`src/sv/smc_pkg.sv`:
```
// shared constants, codes and types for the stereo match confidence block
// no dependencies
package smc_pkg;

  localparam int WINDOW_DEF    = 7;
  localparam int MAX_DISP_DEF  = 64;
  localparam int MAX_WIDTH_DEF = 1024;
  localparam int QUEUE_DEPTH   = 2;

  localparam int MAXD_W   = 7;
  localparam int WIDTH_W  = 11;
  localparam int HEIGHT_W = 12;
  localparam int CFG_W    = 12;
  localparam int CIDX_W   = 2;
  localparam int ROW_W    = 12;
  localparam int OCOL_W   = 10;
  localparam int CONF_W   = 8;

  localparam logic [MAXD_W-1:0]   MAXD_RST   = 7'd64;
  localparam logic [WIDTH_W-1:0]  WIDTH_RST  = 11'd1024;
  localparam logic [HEIGHT_W-1:0] HEIGHT_RST = 12'd1024;

  typedef enum logic [CIDX_W-1:0] {
    CFG_MAX_DISP = 2'd0,
    CFG_COST_MODE = 2'd1,
    CFG_WIDTH = 2'd2,
    CFG_HEIGHT = 2'd3
  } cfg_idx_e;

  typedef enum logic [2:0] {
    ST_IDLE,
    ST_RUN,
    ST_DRAIN,
    ST_PREP,
    ST_DIV,
    ST_DONE
  } back_state_e;

endpackage

```
`src/sv/smc_queue.sv`:
```
// short job queue between the front and the back of the matcher
// depends on smc_pkg
module smc_queue #(
  parameter int DATA_W = 8
) (
  input  logic              clk_i,
  input  logic              rst_ni,
  input  logic              push_i,
  input  logic [DATA_W-1:0] data_i,
  input  logic              pop_i,
  output logic [DATA_W-1:0] data_o,
  output logic              empty_o,
  output logic              full_o
);
  import smc_pkg::*;

  localparam int PW = (QUEUE_DEPTH > 1) ? $clog2(QUEUE_DEPTH) : 1;
  localparam int NW = $clog2(QUEUE_DEPTH + 1);

  logic [DATA_W-1:0] mem_q [QUEUE_DEPTH];
  logic [PW-1:0]     wp_q, rp_q;
  logic [NW-1:0]     cnt_q;

  assign empty_o = (cnt_q == '0);
  assign full_o  = (cnt_q == NW'(QUEUE_DEPTH));
  assign data_o  = mem_q[rp_q];

  always_ff @(posedge clk_i) begin
    if (push_i) mem_q[wp_q] <= data_i;
  end

  always_ff @(posedge clk_i or negedge rst_ni) begin
    if (!rst_ni) begin
      wp_q  <= '0;
      rp_q  <= '0;
      cnt_q <= '0;
    end else begin
      if (push_i) wp_q <= (wp_q == PW'(QUEUE_DEPTH - 1)) ? '0 : wp_q + 1'b1;
      if (pop_i)  rp_q <= (rp_q == PW'(QUEUE_DEPTH - 1)) ? '0 : rp_q + 1'b1;
      if (push_i && !pop_i) cnt_q <= cnt_q + 1'b1;
      else if (pop_i && !push_i) cnt_q <= cnt_q - 1'b1;
    end
  end
endmodule

```
`config.mk`:
```
export PLATFORM = sky130hd
export DESIGN_NAME = smc_queue
export DESIGN_NICKNAME = d
export VERILOG_FILES = /design/src/sv/smc_pkg.sv /design/src/sv/smc_queue.sv
export SDC_FILE = /design/constraint.sdc
export NUM_CORES = 1
export LEC_CHECK = 0
export ABC_AREA = 1
export ABC_CLOCK_PERIOD_IN_PS = 1380
export BUFFER_PORTS_ARGS = -buffer_cell sky130_fd_sc_hd__buf_4
export CORE_MARGIN = 2
export CORE_UTILIZATION = 45
export DETAILED_ROUTE_END_ITERATION = 10
export PLACE_DENSITY = 0.66
export SYNTH_ARGS = -nofsm -noshare
export SYNTH_HDL_FRONTEND = slang
export SYNTH_SLANG_ARGS = --single-unit
```
`constraint.sdc`:
```
create_clock -name clk_i -period 1.38 [get_ports clk_i]
set_input_delay 0.069 -clock clk_i [delete_from_list [all_inputs] [get_ports clk_i]]
set_output_delay 0.069 -clock clk_i [all_outputs]
set_load 0.03 [all_outputs]
```
==> metrics list <==
- DRT Wirelength: 1360 µm
- In this run the static leakage power is 0.547 nW.
- The detail route stage leaves a number of antenna-violating nets equal to 0.
- Initial core utilization: 47.4%
- Summed over all instances, the cell type with the most area after synthesis is edfxtp_1.
- Shortest clock period the worst path allows after layout: 1.38 ns
- Clock tree synthesis selected as its root buffer the cell clkbuf_4.
- Post-Syn Area: 818 µm²
- CTS sink count: 20
- GRT overflow: 0
* Path type of the worst setup path: flip-flop to primary output
- For this block, the initial DRC count from the detailed router was 9.
- HPWL after detailed placement: 797 µm
- Number of iterations in the first detailed-routing pass: 4
- # fillers: 139
- Hold is met by 0.0891 ns.
* Area fraction of the dominant cell type after synthesis: 58.7%
* Setup-violating endpoint count in the final report: 1
* Startpoint of the worst-slack reg-to-reg timing path: wp_q
* Total core area: 1730 µm²
* Count of state elements after synthesis: 20
- Yosys warns: 0
- Summing all multi-input logic gate instances after layout gives 200 µm².
* Average routed wire per standard cell: 11.9 µm
- The clock reaches the later pin of the worst-skew pair after 0.30 ns.
- MaxCap Viol Count: 0
- Wire length of the first global-routing pass: 2030 µm
* Final estimated routing congestion in global placement: 0.731
- Counting every instance in the synthesized netlist gives 50.
* Number of antenna violations at the first check in global routing: 0
- Kind of capture point of the worst setup path: primary output
- Global routing consumed, over all layers together, 14.9% of the routing resources.
- Critical-path maximum fanout: 5
- Setup clock skew after layout: 0.00275 ns
- Worst vdd ir: 1.13 mV
- After detailed routing, the number of vias per cell comes to 4.41.
* Std-Cell Rows: 15
* Final core area utilization: 71.1%
- Area delta synth->final: 50.0%
* Die extent in y: 46.6 µm
- Clock edge transition at the registers on the reported setup and hold paths: 0.11 ns
- The number of antenna diodes in the final layout is 0.
- The number of slew-limit violations in the final report is 0.
* Run status: finished with violations
- Inserted Clock Buffers: 3
* Storage cell area: 582 µm²
- Each instance of the synthesized netlist takes up on average 16.4 µm².
- For the pin with the worst max-slew slack, the measured transition is 0.383 ns.
* Kind of path behind the tightest hold check: input pin to async pin
- Power Total: 2.50 mW
- In the final layout, the share of cells above drive strength 1 is 42.7%.
* Final count of hold timing violations: 0
* Unique cell type count in the Yosys netlist: 12
- TritonCTS built the clock tree.
* Power Dens Cells: 2040 nW/µm²
- Die outline area: 2180 µm²
- Via count of the first global-routing pass: 451
* Maximum number of pins on one net before global-route repair: 13
- At the placement stage, the worst setup path has a slack of 0.153 ns.
- Setup repair after global routing could not meet its margin everywhere.
- Worst EP arrival: 1.31 ns
- For this block, the via count after detailed routing is 503.
- For the worst flop-to-flop path, the logic depth is 2.
- Timing would allow up to 723 MHz.
- Die width: 46.6 µm
* Number of nets produced by synthesis: 63
- Buffers placed on the I/O ports in this run total 21.
- The endpoint identified for the worst register-to-register timing path is mem_q[1][2].
- Final nets: 103
- Max-Slew Margin vs Limit: 74.4%
- Setup slack on the worst reg-to-reg path comes out at 0.30 ns.
- By area the synthesized netlist is led by edfxtp_1 (59%), mux2_4 (15%), dfrtp_1 (12%).
- Crit path launch type: flip-flop
- Worst endpoint required time: 1.31 ns
- Summing the sequential cell areas from Yosys gives 70.9% of the chip area.
* Final clock period utilization by the worst path: 100%
* Number of levels the H-tree was split into: 1
- No sink is reached through more buffers than the 2 on the longest clock path.
- 22 I/O pins were placed.
- Violations in the final reports: negative setup slack
- For this run, design rule violations remaining after detail routing come to 0.
- Worst-case setup margin in the final layout: -0.00280 ns
worst max-delay path: stages (launching register included):
cell and delay, ns:
dfrtp_2 0.43, buf_6 0.14, mux2_4 0.30, buf_6 0.14
Yosys cell counts:
library cell and instances:
edfxtp_1 16, mux2_4 8, inv_1 7, nand2_1 5
dfrtp_1 4, nor2_1 3, xor2_1 2, buf_6 1
ha_1 1, nand3_1 1, nand4_1 1, xnor2_1 1
cell usage in the layout, fill, tap and decap left out, drive strengths merged:
cell type,count
edfxtp,16
buf,25
xor2,2
inv,7
ha,1
nor2,3
xnor2,1
nand3,1
nand4,1
dfrtp,4
mux2,8
dlygate4sd3,11
bufinv,1
nand2,5
clkbuf,3
routing by layer:
metal  share of wire [%]  track usage [%]
met1                  43             17.0
met2                  52             24.4
met3                 4.2             4.71
met4                0.96             8.33
met5                   0                0
power breakdown:
group          internal, mW  total (mW)  switching [mW]
combinational         0.562        1.12           0.559
sequential            0.822       0.901          0.0796
clock                 0.293       0.476           0.182
state kept, by name, indices dropped and copies added, names as in the netlist:
name / count
cnt_q: 2
wp_q: 1
rp_q: 1
mem_q: 16
layout make-up:
type / count / share of cell area, %
clock buffers: 3 / 1.83
clock inverters: 1 / 2.45
inverters: 7 / 2.14
multi-input cells: 22 / 16.3
flip-flops and latches: 20 / 47.4
well taps: 25 / 2.55
repair buffers: 36 / 27.3
cell families after synthesis:
logic type    after synthesis  share of synthesized area, %
xor+xnor                    3                          3.21
fa+ha+maj                   1                          1.53
buf+inv                     8                          4.59
flops                      20                          70.9
mux                         8                          14.7
simple gates               10                          5.05
stage by stage:
step                instances  instance area [µm²]  TNS [ns]
global route              114                 1230    -0.337
finish                    114                 1230  -0.00280
detailed placement         96                 1000         0
global placement           96                 1000         0
floorplan                  50                  818         0
CTS                       113                 1220   -0.0286
how the worst max path moves through the flow:
stage                     slack [ns]          end  startpoint  cells after the start
after global routing           -0.05    data_o[6]        rp_q                      3
after global placement          0.14    data_o[3]        rp_q                      2
after floorplan                 0.24  mem_q[0][0]        wp_q                      1
after CTS                     -0.008    data_o[3]        rp_q                      3
after detailed placement        0.15    data_o[4]        rp_q                      2
final                         -0.003    data_o[6]        rp_q                      3
repair_timing:
item | in CTS | in global routing
hold buffers | 11 | 0
endpoints found under the hold margin | 22 | 0
gates resized for setup | 12 | 0
buffers inserted | 2 | 1
setup endpoints to repair | 8 | 8
(Power assumes the default switching activity.)
