`src/sv/smc_pkg.sv`:
```
// shared constants, codes and types for the stereo match confidence block
// no dependencies
package smc_pkg;

  localparam int WINDOW_DEF    = 7;
  localparam int MAX_DISP_DEF  = 64;
  localparam int MAX_WIDTH_DEF = 1024;
  localparam int QUEUE_DEPTH   = 2;

  localparam int MAXD_W   = 7;
  localparam int WIDTH_W  = 11;
  localparam int HEIGHT_W = 12;
  localparam int CFG_W    = 12;
  localparam int CIDX_W   = 2;
  localparam int ROW_W    = 12;
  localparam int OCOL_W   = 10;
  localparam int CONF_W   = 8;

  localparam logic [MAXD_W-1:0]   MAXD_RST   = 7'd64;
  localparam logic [WIDTH_W-1:0]  WIDTH_RST  = 11'd1024;
  localparam logic [HEIGHT_W-1:0] HEIGHT_RST = 12'd1024;

  typedef enum logic [CIDX_W-1:0] {
    CFG_MAX_DISP = 2'd0,
    CFG_COST_MODE = 2'd1,
    CFG_WIDTH = 2'd2,
    CFG_HEIGHT = 2'd3
  } cfg_idx_e;

  typedef enum logic [2:0] {
    ST_IDLE,
    ST_RUN,
    ST_DRAIN,
    ST_PREP,
    ST_DIV,
    ST_DONE
  } back_state_e;

endpackage

```
`src/sv/smc_front.sv`:
```
// front end: accepts pixel pairs, keeps the raster position, fills the line stores
// and hands window jobs to the queue; depends on smc_pkg
module smc_front #(
  parameter int WINDOW    = smc_pkg::WINDOW_DEF,
  parameter int MAX_DISP  = smc_pkg::MAX_DISP_DEF,
  parameter int MAX_WIDTH = smc_pkg::MAX_WIDTH_DEF,
  localparam int SW  = (WINDOW > 1) ? $clog2(WINDOW) : 1,
  localparam int CLW = $clog2(MAX_WIDTH),
  localparam int DW  = (MAX_DISP > 1) ? $clog2(MAX_DISP + 1) : 1,
  localparam int AW  = $clog2(WINDOW * MAX_WIDTH)
) (
  input  logic                          clk_i,
  input  logic                          rst_ni,
  input  logic                          in_valid_i,
  output logic                          in_stall_o,
  input  logic [7:0]                    left_pixel_i,
  input  logic [7:0]                    right_pixel_i,
  input  logic                          frame_start_i,
  input  logic [smc_pkg::MAXD_W-1:0]    max_disp_i,
  input  logic [smc_pkg::WIDTH_W-1:0]   width_i,
  input  logic [smc_pkg::HEIGHT_W-1:0]  height_i,
  input  logic                          pending_i,
  input  logic                          q_full_i,
  output logic                          push_o,
  output logic [smc_pkg::ROW_W-1:0]     job_row_o,
  output logic [CLW-1:0]                job_col_o,
  output logic [DW-1:0]                 job_dmax_o,
  output logic [SW-1:0]                 job_slot_o,
  output logic                          wr_en_o,
  output logic [AW-1:0]                 wr_addr_o,
  output logic [7:0]                    wr_left_o,
  output logic [7:0]                    wr_right_o
);
  import smc_pkg::*;

  localparam int H   = WINDOW / 2;
  localparam int OFF = WINDOW - 2 * H;

  logic [ROW_W-1:0] row_q, row_d, last_row_q;
  logic [CLW-1:0]   col_q, col_d;
  logic [SW-1:0]    slot_q, slot_d;
  logic [ROW_W-1:0] cur_row;
  logic [CLW-1:0]   cur_col, lim;
  logic [SW-1:0]    cur_slot;
  logic [SW:0]      top;
  logic [12:0]      weff, heff, dsat;
  logic             safe, accept, emit, col_end, row_end;

  assign cur_row  = frame_start_i ? '0 : row_q;
  assign cur_col  = frame_start_i ? '0 : col_q;
  assign cur_slot = frame_start_i ? '0 : slot_q;

  // later writes may not touch rows still read by a queued job
  assign safe       = !pending_i || (!frame_start_i && row_q == last_row_q);
  assign in_stall_o = q_full_i || !safe;
  assign accept     = in_valid_i && !in_stall_o;

  assign emit = (13'(cur_row) >= 13'(2 * H)) && (13'(cur_col) >= 13'(2 * H));
  assign job_row_o = cur_row - ROW_W'(H);
  assign job_col_o = cur_col - CLW'(H);
  assign lim       = job_col_o - CLW'(H);

  always_comb begin
    dsat = (13'(max_disp_i) > 13'(MAX_DISP)) ? 13'(MAX_DISP) : 13'(max_disp_i);
    if (dsat > 13'(lim)) dsat = 13'(lim);
    top = (SW + 1)'(cur_slot) + (SW + 1)'(OFF);
    if (top >= (SW + 1)'(WINDOW)) top = top - (SW + 1)'(WINDOW);
  end
  assign job_dmax_o = DW'(dsat);
  assign job_slot_o = SW'(top);
  assign push_o     = accept && emit;

  assign wr_en_o    = accept;
  assign wr_addr_o  = AW'(cur_slot) * AW'(MAX_WIDTH) + AW'(cur_col);
  assign wr_left_o  = left_pixel_i;
  assign wr_right_o = right_pixel_i;

  assign weff = (width_i == '0) ? 13'd1 :
                (13'(width_i) > 13'(MAX_WIDTH)) ? 13'(MAX_WIDTH) : 13'(width_i);
  assign heff = (height_i == '0) ? 13'd1 : 13'(height_i);
  assign col_end = (13'(cur_col) + 13'd1) >= weff;
  assign row_end = (13'(cur_row) + 13'd1) >= heff;

  always_comb begin
    row_d  = cur_row;
    col_d  = cur_col + 1'b1;
    slot_d = cur_slot;
    if (col_end) begin
      col_d = '0;
      if (row_end) begin
        row_d  = '0;
        slot_d = '0;
      end else begin
        row_d  = cur_row + 1'b1;
        slot_d = (cur_slot == SW'(WINDOW - 1)) ? '0 : cur_slot + 1'b1;
      end
    end
  end

  always_ff @(posedge clk_i or negedge rst_ni) begin
    if (!rst_ni) begin
      row_q      <= '0;
      col_q      <= '0;
      slot_q     <= '0;
      last_row_q <= '0;
    end else if (accept) begin
      row_q  <= row_d;
      col_q  <= col_d;
      slot_q <= slot_d;
      if (emit) last_row_q <= cur_row;
    end
  end
endmodule

```
`config.mk`:
```
export PLATFORM = sky130hd
export DESIGN_NAME = smc_front
export DESIGN_NICKNAME = d
export VERILOG_FILES = /design/src/sv/smc_pkg.sv /design/src/sv/smc_front.sv
export SDC_FILE = /design/constraint.sdc
export NUM_CORES = 1
export LEC_CHECK = 0
export ABC_AREA = 1
export BUFFER_PORTS_ARGS = -buffer_cell sky130_fd_sc_hd__buf_2
export CORE_UTILIZATION = 50
export DETAILED_ROUTE_END_ITERATION = 12
export GPL_TIMING_DRIVEN = 1
export HOLD_SLACK_MARGIN = 0.12
export PLACE_DENSITY = 0.79
export SETUP_SLACK_MARGIN = 0.4
export SLEW_MARGIN = 20
export SYNTH_ARGS = -nofsm -noshare
export SYNTH_HDL_FRONTEND = slang
export SYNTH_SLANG_ARGS = --single-unit
```
`constraint.sdc`:
```
create_clock -name clk_i -period 3.4 [get_ports clk_i]
set_clock_uncertainty 0.05 [all_clocks]
set_input_delay 0.34 -clock clk_i [delete_from_list [all_inputs] [get_ports clk_i]]
set_output_delay 0.34 -clock clk_i [all_outputs]
set_load 0.005 [all_outputs]
```
==> results of run 1 <==
==> layer usage <==
layer | share of wire (%) | up-vias | GRT usage, %
li1 | - | 2511 | -
met1 | 45 | 2390 | 38.66
met2 | 47 | 187 | 46.32
met3 | 5.9 | 33 | 3.741
met4 | 2.2 | 0 | 7.014
met5 | 0 | - | 0
==> where the power goes <==
part / switching [uW] / internal, uW / leakage, uW
Clock: 184 / 220 / 0.0000543
Sequential: 75.2 / 531 / 0.000455
Combinational: 716 / 490 / 0.00283
==> cell type report <==
| type | count | area (sq um) |
|---|---|---|
| multi-input combinational | 536 | 3450 |
| fill | 726 | 2684 |
| timing repair buffer | 147 | 977.2 |
| sequential | 37 | 930.9 |
| inverter | 115 | 449.2 |
| tap | 108 | 135.1 |
| clock buffer | 5 | 68.82 |
| clock inverter | 3 | 46.29 |
| timing repair inverter | 2 | 22.52 |
==> how the worst min path moves through the flow <==
| stage | endpoint | cells past startpoint | from |
|---|---|---|---|
| 2_1_floorplan | col_q[0] | 0 | rst_ni |
| 5_1_grt | last_row_q[11] | 5 | in_valid_i |
| 4_1_cts | last_row_q[11] | 5 | in_valid_i |
| 3_3_place_gp | col_q[9] | 2 | col_q[9] |
| 3_5_place_dp | slot_q[0] | 1 | rst_ni |
| 6_report | last_row_q[11] | 5 | in_valid_i |
==> stage by stage <==
step | total power [uW] | setup TNS, ns | setup slack, ns
2_1_floorplan | 1276 | 0 | 0.1111
3_3_place_gp | 1579 | 0 | 0.07290
3_5_place_dp | 1606 | -0.2609 | -0.05193
4_1_cts | 2072 | -0.5179 | -0.07662
5_1_grt | 2364 | -4.390 | -0.3579
6_report | 2216 | -0.9206 | -0.1443
==> critical path, stage by stage, from the launching register on <==
cell and delay [ns]:
dfrtp_2 0.47, o21ai_4 0.22, nand2_1 0.13, o21ai_0 0.30, buf_4 0.19, o21ai_2 0.05
nand2_2 0.08, inv_1 0.05, ha_1 0.31, nand3_1 0.10, nor2_1 0.05, buf_4 0.12
nand2_1 0.05, nand2_1 0.05, nand2_2 0.08, nand2_2 0.07, nor2_4 0.12, nand3_4 0.13
nand2_2 0.10, nand2_1 0.05, buf_2 0.12
==> state kept, by name (all words and copies together) (netlist names) <==
register    count
last_row_q     12
slot_q          3
col_q          10
row_q          12
==> repair_timing <==
item | 4_1_cts | 5_1_grt
gates cloned | 2 | 2
endpoints found under the hold margin | 1 | 0
pin swaps | 27 | 53
setup buffers | 14 | 12
endpoints found under the setup margin | 33 | 33
hold buffers | 1 | 0
gates resized for setup | 29 | 114
==> Yosys cell counts, drive strengths merged (2+ instances only) <==
master  instances
xor2           18
nor4            4
nand4          12
xnor2           7
dfrtp          37
nand3          55
a21boi         13
o21ai          43
nor2          106
ha             35
nor3           12
nand3b          2
nand2         204
buf            25
a21oi          18
clkbuf          9
inv           115
==> cells by family (layout without fill, tap and decap cells) <==
logic type | count (synthesis) | after routing | share of synthesized area (%)
flops | 37 | 37 | 20.29
xor+xnor | 25 | 25 | 4.797
compound gates | 80 | 80 | 10.53
simple gates | 396 | 396 | 40.10
fa+ha+maj | 35 | 35 | 9.594
buf+inv | 149 | 272 | 14.69
==> summary.md, run 1 <==
| Metric | Value |
|---|---|
| Initial core utilization | `52.08%` |
| Slew Viols, Final | `0` |
| Root Buffer | `clkbuf_8` |
| Initial antenna violation count | `0` |
| Total Nets Final | `931` |
| Layout cells sized above 1 | `34.79%` |
| First-pass GRT wire length | `21.94 mm` |
| Avg Cell Area, Syn | `between 6 and 7 sq um` |
| Htree depth | `2` |
| Sequential fraction of the synthesis area | `slightly above 20%` |
| # rows | `34` |
| Critical-path maximum fanout | `7` |
| Worst EP arrival | `around 3.2 ns` |
| Setup crit end kind | `output port` |
| DP HPWL | `a little over 10 mm` |
| Power Dens Cells | `364.5 mW/mm^2` |
| Worst vdd ir | `0.0001744 V` |
| Placed Area | `0.005213 sq mm` |
| End point of the critical path | `job_dmax_o[0]` |
| Async SR Flop Fraction | `between 90% and 100%` |
| Startpoint Class | `flip-flop` |
| Final Cell Area | `0.006080 sq mm` |
| R2R depth | `24` |
| Yosys warnings | `0` |
| Slew HR | `41.78%` |
| RSZ-0062 raised after global routing | `yes` |
| # diodes | `0` |
| Worst r2r dst | `row_q[11]` |
| Synth area leaders | `dfrtp_1 (20%), nand2_1 (15%), ha_1 (9.6%), inv_1 (9.0%), nor2_1 (7.7%)` |
| Hold_ws | `around 0.43 ns` |
| Inst Count DP | `914` |
| DRC | `0` |
| Top cell type's share of synthesized area | `20.29%` |
| I/O pin count | `116` |
| Setup Viol. Count Final | `9` |
| DR vias | `5121` |
| Worst-case clock buffer depth | `2` |
| Most frequent cells in the layout | `nand2_1 (164), inv_1 (105), buf_2 (83)` |
| CTS clk-pin slew, worst paths | `0.09 ns` |
| Die width | `between 90 and 100 microns` |
| Core Util, Final | `approximately 69%` |
| Flop2flop setup slack | `-0.02 ns` |
| Final ANT Viol Nets | `0` |
| Crit Path Class | `reg -> out` |
| Iteration-0 DRC Markers | `326` |
| Clock Latency Late Sink | `0.30 ns` |
| Height of the die | `97.55 microns` |
| EDFF count, synth | `0` |
| Post-synth net total | `809` |
| Post-synth top area cell | `dfrtp_1` |
| Crit Reg-Reg Startpoint | `col_q[1]` |
| Violated checks | `setup timing` |
| FF+latch count, synth | `37` |
| Hold WC Path Type | `in -> reg` |
| Worst-Margin Slew | `between 0.8 and 0.9 ns` |
| Most common cell after layout, fill and taps aside | `nand2_1` |
| Routed Wire Length | `14.30 mm` |
| CTS Sinks | `37` |
| Num CTS Buffers | `5` |
| Primary FF master, synth | `dfrtp_1` |
| Synthesis-to-layout area growth | `33.20%` |
| Final Cycle Share | `104.2%` |
| Hold Vio Cnt, Final | `0` |
| Core area | `0.008763 sq mm` |
| WL/cell | `15.00 microns` |
| Synthesized area | `0.004564 sq mm` |
| Maximum clock rate | `0.2821 GHz` |
| GR Util All Layers | `28.06%` |
| IO buf count | `between 80 and 90` |
| Total gr overflow | `0` |
| Routability cong. | `0.9810` |
| Drt pass-1 iters | `5` |
| Status | `finished with violations` |
| Post-Syn Instances | `slightly above 700` |
| Synth unique cells | `44` |
| WP data required | `between 3 and 4 ns` |
| Number of global-route vias before repair | `4696` |
| Worst setup path start | `col_q[4]` |
| Final setup margin | `-0.1443 ns` |
| CTS tree | `done` |
| Max Cap Viol | `0` |
| Leak | `0.003341 uW` |
| Die area | `0.009515 sq mm` |
| Vias per inst | `5.374` |
| Post-route minimum period | `3.544 ns` |
| Finished Layout Cells | `between 900 and 1000` |
| Largest net degree at the start of global routing | `59` |
No activity file was read; power rests on OpenSTA's default activity.
==> inputs of run 2 (changes only) <==
--- a/config.mk
+++ b/config.mk
@@ -7,11 +7,13 @@
 export LEC_CHECK = 0
 export ABC_AREA = 1
 export BUFFER_PORTS_ARGS = -buffer_cell sky130_fd_sc_hd__buf_2
-export CORE_UTILIZATION = 50
+export CELL_PAD_IN_SITES_DETAIL_PLACEMENT = 0
+export CELL_PAD_IN_SITES_GLOBAL_PLACEMENT = 1
+export CORE_UTILIZATION = 34
 export DETAILED_ROUTE_END_ITERATION = 12
 export GPL_TIMING_DRIVEN = 1
 export HOLD_SLACK_MARGIN = 0.12
-export PLACE_DENSITY = 0.79
+export PLACE_DENSITY_LB_ADDON = 0.1
 export SETUP_SLACK_MARGIN = 0.4
 export SLEW_MARGIN = 20
 export SYNTH_ARGS = -nofsm -noshare
==> run 2 against run 1 <==
Net effect: the run still ends with setup timing left; cell area is 5.0% lower; worst setup slack better by 0.11 ns; sequential power grew 0.7%; combinational power is 9% lower; via count is 5.4% lower; register-to-register slack better by 0.20 ns; critical path depth grew 4; clock power grew 13%; non-clock buffer count decreased by 17; global-route usage is 7.0 points lower; die area up 46%.
==> summary.md, run 2 (synthesis gave the netlist of run 1 again) <==
| Metric | Value |
|---|---|
| Drt pass-1 iters | `5 (unchanged)` |
| TNS Setup | `-0.1091 ns (was -0.9206 ns)` |
| Vias per inst | `4.853 (was 5.374)` |
| Setup Viol. Count Final | `6 (was 9)` |
| Routed Wire Length | `14.58 mm (was 14.30 mm)` |
| Violated checks | `setup timing (unchanged)` |
| First-pass GRT wire length | `23.58 mm (was 21.94 mm)` |
| Core area | `0.01288 sq mm (was 0.008763 sq mm)` |
| Number of global-route vias before repair | `4623 (was 4696)` |
| Startpoint Class | `flip-flop (unchanged)` |
| Hold WC Path Type | `in -> async (was in -> reg)` |
| WP data required | `3.01 ns (about the same)` |
| # rows | `41 (was 34)` |
| # diodes | `0 (unchanged)` |
| Slew Viols, Final | `0 (unchanged)` |
| Initial core utilization | `35.45% (was 52.08%)` |
| Final setup margin | `-0.02975 ns (was -0.1443 ns)` |
| Slew HR | `39.18% (was 41.78%)` |
| WL/cell | `14.61 microns (was 15.00 microns)` |
| IO buf count | `83 (unchanged)` |
| Power Dens Cells | `375.4 mW/mm^2 (was 364.5 mW/mm^2)` |
| Height of the die | `117.9 microns (was 97.55 microns)` |
| Max Cap Viol | `0 (unchanged)` |
| Largest net degree at the start of global routing | `38 (was 59)` |
| Maximum clock rate | `0.2916 GHz (was 0.2821 GHz)` |
| Most common cell after layout, fill and taps aside | `nand2_1 (unchanged)` |
| Most frequent cells in the layout | `nand2_1 (170), inv_1 (105), nor2_1 (88) (was nand2_1 (164), inv_1 (105), buf_2 (83))` |
| Layout cells sized above 1 | `28.21% (was 34.79%)` |
| Worst-Margin Slew | `0.9123 ns (was 0.8733 ns)` |
| Iteration-0 DRC Markers | `343 (was 326)` |
| I/O pin count | `116 (unchanged)` |
| Htree depth | `2 (unchanged)` |
| Synthesis-to-layout area growth | `26.51% (was 33.20%)` |
| Worst EP arrival | `3.04 ns (was 3.15 ns)` |
| Leak | `0.003243 uW (was 0.003341 uW)` |
| Die width | `117.9 microns (was 97.55 microns)` |
| CTS Sinks | `37 (unchanged)` |
| Total gr overflow | `0 (unchanged)` |
| Status | `finished with violations (unchanged)` |
| Worst setup path start | `col_q[1] (was col_q[4])` |
| Die area | `0.01389 sq mm (was 0.009515 sq mm)` |
| Hold Vio Cnt, Final | `0 (unchanged)` |
| Worst vdd ir | `0.0001617 V (was 0.0001744 V)` |
| Post-route minimum period | `3.430 ns (was 3.544 ns)` |
| Num CTS Buffers | `5 (unchanged)` |
| Final Cycle Share | `100.9% (was 104.2%)` |
| Setup crit end kind | `output port (unchanged)` |
| Crit Path Class | `reg -> out (unchanged)` |
| Top Registers | `last_row_q x12, row_q x12, col_q x10 (unchanged)` |
| DR vias | `4843 (was 5121)` |
| Routability cong. | `0.8591 (was 0.9810)` |
| Final ANT Viol Nets | `0 (unchanged)` |
| RSZ-0062 raised after global routing | `yes (unchanged)` |
| GR Util All Layers | `21.04% (was 28.06%)` |
| Crit Reg-Reg Startpoint | `col_q[0] (was col_q[1])` |
| Hold_ws | `0.1384 ns (was 0.4276 ns)` |
| Total Nets Final | `912 (was 931)` |
| Finished Layout Cells | `998 (was 953)` |
| CTS tree | `done (unchanged)` |
| Fill count | `1378 (was 726)` |
| Critical-path maximum fanout | `7 (unchanged)` |
| CTS clk-pin slew, worst paths | `0.06 ns (was 0.09 ns)` |
| Worst-case clock buffer depth | `2 (unchanged)` |
| Clock Latency Late Sink | `0.28 ns (was 0.30 ns)` |
| DRC | `0 (unchanged)` |
| DP HPWL | `11.50 mm (was 10.24 mm)` |
| Initial antenna violation count | `0 (unchanged)` |
| Inst Count DP | `973 (was 914)` |
| Root Buffer | `clkbuf_16 (was clkbuf_8)` |
-- run 2: cell count changes in the layout (fill, tap and decap cells not counted), moves of 6 or more --
cell     previous run  this run
nor2_1             74        88
nor2_4             22        10
buf_4              50        40
nand3_1            34        44
nand3_2            16         6
buf_6               9         2
nand2_1           164       170
o21ai_0            25        31
-- run 2: path summary, 6_finish.rpt --
kind | cells past startpoint | to | slack [ns]
max | 24 | job_dmax_o[2] | -0.03
min | 1 | slot_q[0] | 0.14
max reg2reg | 21 | row_q[0] | 0.18
min reg2reg | 2 | col_q[9] | 0.45
max in group asynchronous | 1 | col_q[0] | 2.53
min in group clk_i | 2 | col_q[9] | 0.45
-- run 2: area by class of cell --
| class | count | area [sq um] | share of cell area (%) |
|---|---|---|---|
| multi-input combinational | 536 | 3233 | 55.99 |
| sequential | 37 | 929.6 | 16.10 |
| timing repair buffer | 130 | 818.3 | 14.17 |
| inverter | 115 | 439.2 | 7.606 |
| tap | 172 | 215.2 | 3.727 |
| clock buffer | 6 | 128.9 | 2.232 |
| clock inverter | 2 | 10.01 | 0.1733 |
-- run 2: layer usage --
| layer | share of wire (%) | GRT usage (%) |
|---|---|---|
| met5 | 0 | 0 |
| met4 | 0.90 | 3.926 |
| met3 | 4.9 | 2.665 |
| met2 | 42 | 31.25 |
| met1 | 52 | 32.18 |
-- run 2: critical path: stages (launching register included) --
cell and delay [ns]:
dfrtp_1 0.40, buf_4 0.16, nand3_4 0.10, buf_4 0.14, nand3_4 0.10, nand2_4 0.09, buf_4 0.12, nand3_1 0.08
inv_2 0.07, nand3_1 0.08, nand2_2 0.11, inv_1 0.08, ha_4 0.28, nand3_2 0.07, nor2_2 0.12, buf_4 0.12
nand2_2 0.05, nand2_2 0.06, nand2_2 0.06, nand2_2 0.08, nor2_4 0.05, nand3_4 0.10, nand2_1 0.06, nand2_1 0.07
buf_2 0.12
-- run 2: power breakdown --
| part | switching [uW] | total [uW] | internal [uW] |
|---|---|---|---|
| sequential | 78.5 | 610 | 531 |
| clock | 186 | 456 | 270 |
| combinational | 657 | 1100 | 446 |
-- run 2: stage by stage --
| stage | power [uW] | util [%] | area, sq um | setup WS [ns] |
|---|---|---|---|---|
| after CTS | 2140 | 43.57 | 5610 | -0.009414 |
| after global placement | 1610 | 40.91 | 5268 | 0.03696 |
| final | 2168 | 44.85 | 5774 | -0.02975 |
| after floorplan | 1276 | - | 4658 | 0.1111 |
| after detailed placement | 1623 | 40.91 | 5268 | -0.03909 |
| after global routing | 2339 | 44.85 | 5774 | -0.2056 |
-- run 2: timing repair --
item,CTS,global route
pin swaps,22,14
buffers inserted,10,5
endpoints found under the setup margin,32,33
hold buffers,0,0
gates cloned,2,0
gates resized for setup,29,38
==> inputs of run 3 (changes only) <==
==> constraint.sdc (replaced) <==
create_clock -name clk_i -period 3.1 [get_ports clk_i]
set_clock_uncertainty 0.05 [all_clocks]
set_input_delay 0.31 -clock clk_i [delete_from_list [all_inputs] [get_ports clk_i]]
set_output_delay 0.31 -clock clk_i [all_outputs]
set_load 0.005 [all_outputs]
==> run 3 against run 2 <==
Net effect: the run still ends with setup timing left; sequential power up 7.0%; clock power up 11%; critical path depth down 2; worst hold slack worse by 0.049 ns; via count up 5.9%; sequential share of layout area down 2.3 points; clock-buffer cell count down 1; worst setup slack worse by 0.25 ns; global-route usage down 0.21 points; critical path type unchanged.
==> summary.md, run 3 (synthesis gave the netlist of run 1 again) <==
| Metric | Value |
|---|---|
| Fill count | `1316 (was 1378)` |
| GR Util All Layers | `20.83% (was 21.04%)` |
| First-pass GRT wire length | `23.65 mm (was 23.58 mm)` |
| Worst r2r dst | `row_q[8] (was row_q[0])` |
| # diodes | `0 (unchanged)` |
| Inst Count DP | `1044 (was 973)` |
| # rows | `41 (unchanged)` |
| Drt pass-1 iters | `5 (unchanged)` |
| Total Nets Final | `983 (was 912)` |
| CTS tree | `done (unchanged)` |
| Power Dens Cells | `386.3 mW/mm^2 (was 375.4 mW/mm^2)` |
| TNS Setup | `-1.882 ns (was -0.1091 ns)` |
| Die width | `117.9 microns (unchanged)` |
| IO buf count | `83 (unchanged)` |
| Synthesis-to-layout area growth | `47.86% (was 26.51%)` |
| Die area | `0.01389 sq mm (unchanged)` |
| WL/cell | `13.73 microns (was 14.61 microns)` |
| Worst EP arrival | `3.02 ns (was 3.04 ns)` |
| End point of the critical path | `job_dmax_o[3] (was job_dmax_o[2])` |
| Number of global-route vias before repair | `4814 (was 4623)` |
| Seq pwr share | `25.1% (was 28.1%)` |
| Core Util, Final | `52.41% (was 44.85%)` |
| Critical path cell sequence | `buf_12, nand2_8, ha_4, inv_4, nand2_4, nand3_4, inv_2, nor2_1, a21oi_2, inv_2, ha_4, inv_1, nor2_4, nand3_2, nor2_2, nand3_1, nand2_2, nand3_2, nor2_4, nand3_1, nand2_1, buf_2 (was buf_4, nand3_4, buf_4, nand3_4, nand2_4, buf_4, nand3_1, inv_2, nand3_1, nand2_2, inv_1, ha_4, nand3_2, nor2_2, buf_4, nand2_2, nand2_2, nand2_2, nand2_2, nor2_4, nand3_4, nand2_1, nand2_1, buf_2)` |
| Core area | `0.01288 sq mm (unchanged)` |
| Slew Viols, Final | `0 (unchanged)` |
| Hold Vio Cnt, Final | `0 (unchanged)` |
| Worst path max stage delay | `0.37 ns (was 0.40 ns)` |
| Final Cycle Share | `108.9%` |
| Worst path slowest cell | `dfrtp_1 (unchanged)` |
| Leak | `0.003628 uW (was 0.003243 uW)` |
| Top Registers | `last_row_q x12, row_q x12, col_q x10 (unchanged)` |
| Clock power share | `19.3% (was 21.0%)` |
| Max Cap Viol | `0 (unchanged)` |
| Finished Layout Cells | `1069 (was 998)` |
| Final setup margin | `-0.2770 ns (was -0.02975 ns)` |
| Clock Latency Late Sink | `0.28 ns (about the same)` |
| Switch share | `41.92% (was 42.50%)` |
| DRC | `0 (unchanged)` |
| Initial antenna violation count | `0 (unchanged)` |
| Initial core utilization | `35.45% (unchanged)` |
| Slew HR | `41.48% (was 39.18%)` |
| RSZ-0062 raised after global routing | `yes (unchanged)` |
| CTS Sinks | `37 (unchanged)` |
| Htree depth | `2 (unchanged)` |
| Setup Viol. Count Final | `7 (was 6)` |
| Startpoint Class | `flip-flop (unchanged)` |
| Maximum clock rate | `just under 0.3 GHz` |
| Vias per inst | `4.796 (was 4.853)` |
| Internal power | `1514 uW (was 1247 uW)` |
| DP Worst Slack | `-0.2969 ns (was -0.03909 ns)` |
| Most common cell after layout, fill and taps aside | `nand2_1 (unchanged)` |
| Flop2flop setup slack | `0.06 ns (was 0.18 ns)` |
| Final ANT Viol Nets | `0 (unchanged)` |
| Power, Total | `2607 uW (was 2168 uW)` |
| DP HPWL | `11.66 mm (was 11.50 mm)` |
| Layout cells sized above 1 | `40.25% (was 28.21%)` |
| Setup crit end kind | `output port (unchanged)` |
| Root Buffer | `clkbuf_16 (unchanged)` |
| Worst setup path start | `col_q[0] (was col_q[1])` |
| Worst vdd ir | `0.0002527 V (was 0.0001617 V)` |
| Status | `finished with violations (unchanged)` |
| DR vias | `5127 (was 4843)` |
| Routed Wire Length | `14.68 mm (was 14.58 mm)` |
| Worst-case clock buffer depth | `2 (unchanged)` |
| Largest net degree at the start of global routing | `59 (was 38)` |
| Hold WC Path Type | `in -> async (unchanged)` |
| Crit Path Class | `reg -> out (unchanged)` |
| Post-route minimum period | `3.377 ns` |
| Total gr overflow | `0 (unchanged)` |
| Num CTS Buffers | `5 (unchanged)` |
| R2R depth | `18 (was 21)` |
| Iteration-0 DRC Markers | `257 (was 343)` |
| Gate power share | `55.6% (was 50.9%)` |
| I/O pin count | `116 (unchanged)` |
| Most frequent cells in the layout | `nand2_1 (166), inv_1 (101), buf_4 (101) (was nand2_1 (170), inv_1 (105), nor2_1 (88))` |
| Height of the die | `117.9 microns (unchanged)` |
| Crit Reg-Reg Startpoint | `col_q[1] (was col_q[0])` |
| Critical-path maximum fanout | `7 (unchanged)` |
| Routability cong. | `0.9066 (was 0.8591)` |
| P_sw | `1093 uW (was 921.2 uW)` |
| Worst-Margin Slew | `0.8777 ns (was 0.9123 ns)` |
| Violated checks | `setup timing (unchanged)` |
| WP data required | `2.74 ns (was 3.01 ns)` |
| CTS clk-pin slew, worst paths | `0.06 ns (about the same)` |
-- run 3: cell types whose count changed in the layout (fill, tap and decap cells not counted), sizes merged --
cell | previous run | this run
buf | 130 | 199
clkbuf | 6 | 7
clkinv | 2 | 1
clkinvlp | 0 | 2
-- run 3: worst min-delay path by stage --
stage	to	from	cells after the start
global placement	col_q[9]	col_q[9]	2
floorplan	col_q[0]	rst_ni	0
global route	row_q[5]	rst_ni	1
finish	last_row_q[7]	rst_ni	1
CTS	last_row_q[7]	rst_ni	1
detailed placement	col_q[9]	col_q[9]	2
-- run 3: repair_timing --
| item | CTS | global route |
|---|---|---|
| hold buffers | 0 | 0 |
| cloned | 0 | 2 |
| pin swaps | 23 | 46 |
| setup endpoints to repair | 33 | 35 |
| resized for setup | 20 | 116 |
| buffers inserted | 7 | 8 |
-- run 3: final cells by class --
type	instances	area (sq um)	share of cell area, %
inverter	115	440.4	6.526
clock buffer	5	125.1	1.854
sequential	37	928.4	13.76
timing repair buffer	201	1458	21.60
tap	172	215.2	3.189
multi-input combinational	536	3561	52.76
clock inverter	3	21.27	0.3152
-- run 3: critical path: cells and delay by family (launching register included) --
| family | cells | cell delay (ns) |
|---|---|---|
| compound gates | 1 | 0.15 |
| fa+ha+maj | 2 | 0.54 |
| buf+inv | 6 | 0.49 |
| simple gates | 13 | 1.20 |
| flops | 1 | 0.37 |
-- run 3: through the flow --
step	cell area [sq um]	hold WS (ns)
final	6749	0.08904
after global routing	6749	0.1761
after CTS	6165	0.1381
after detailed placement	5891	0.4293
after global placement	5891	0.4156
after floorplan	4711	-0.03559
-- run 3: power by group through the flow --
stage	logic, uW	registers, uW	clock network (uW)
floorplan	754	655	0
global placement	1240	656	0
detailed placement	1260	660	0
CTS	1290	652	519
global route	1610	667	542
finish	1450	653	504
-- run 3: layer usage --
layer  part of all wire, %  vias up  global-route usage, %
met5                     0        -                      0
met4                  0.90        0                  3.846
met3                   3.8       16                  2.083
met2                    47      104                  33.90
met1                    48     2388                  29.83
li1                      -     2619                      -
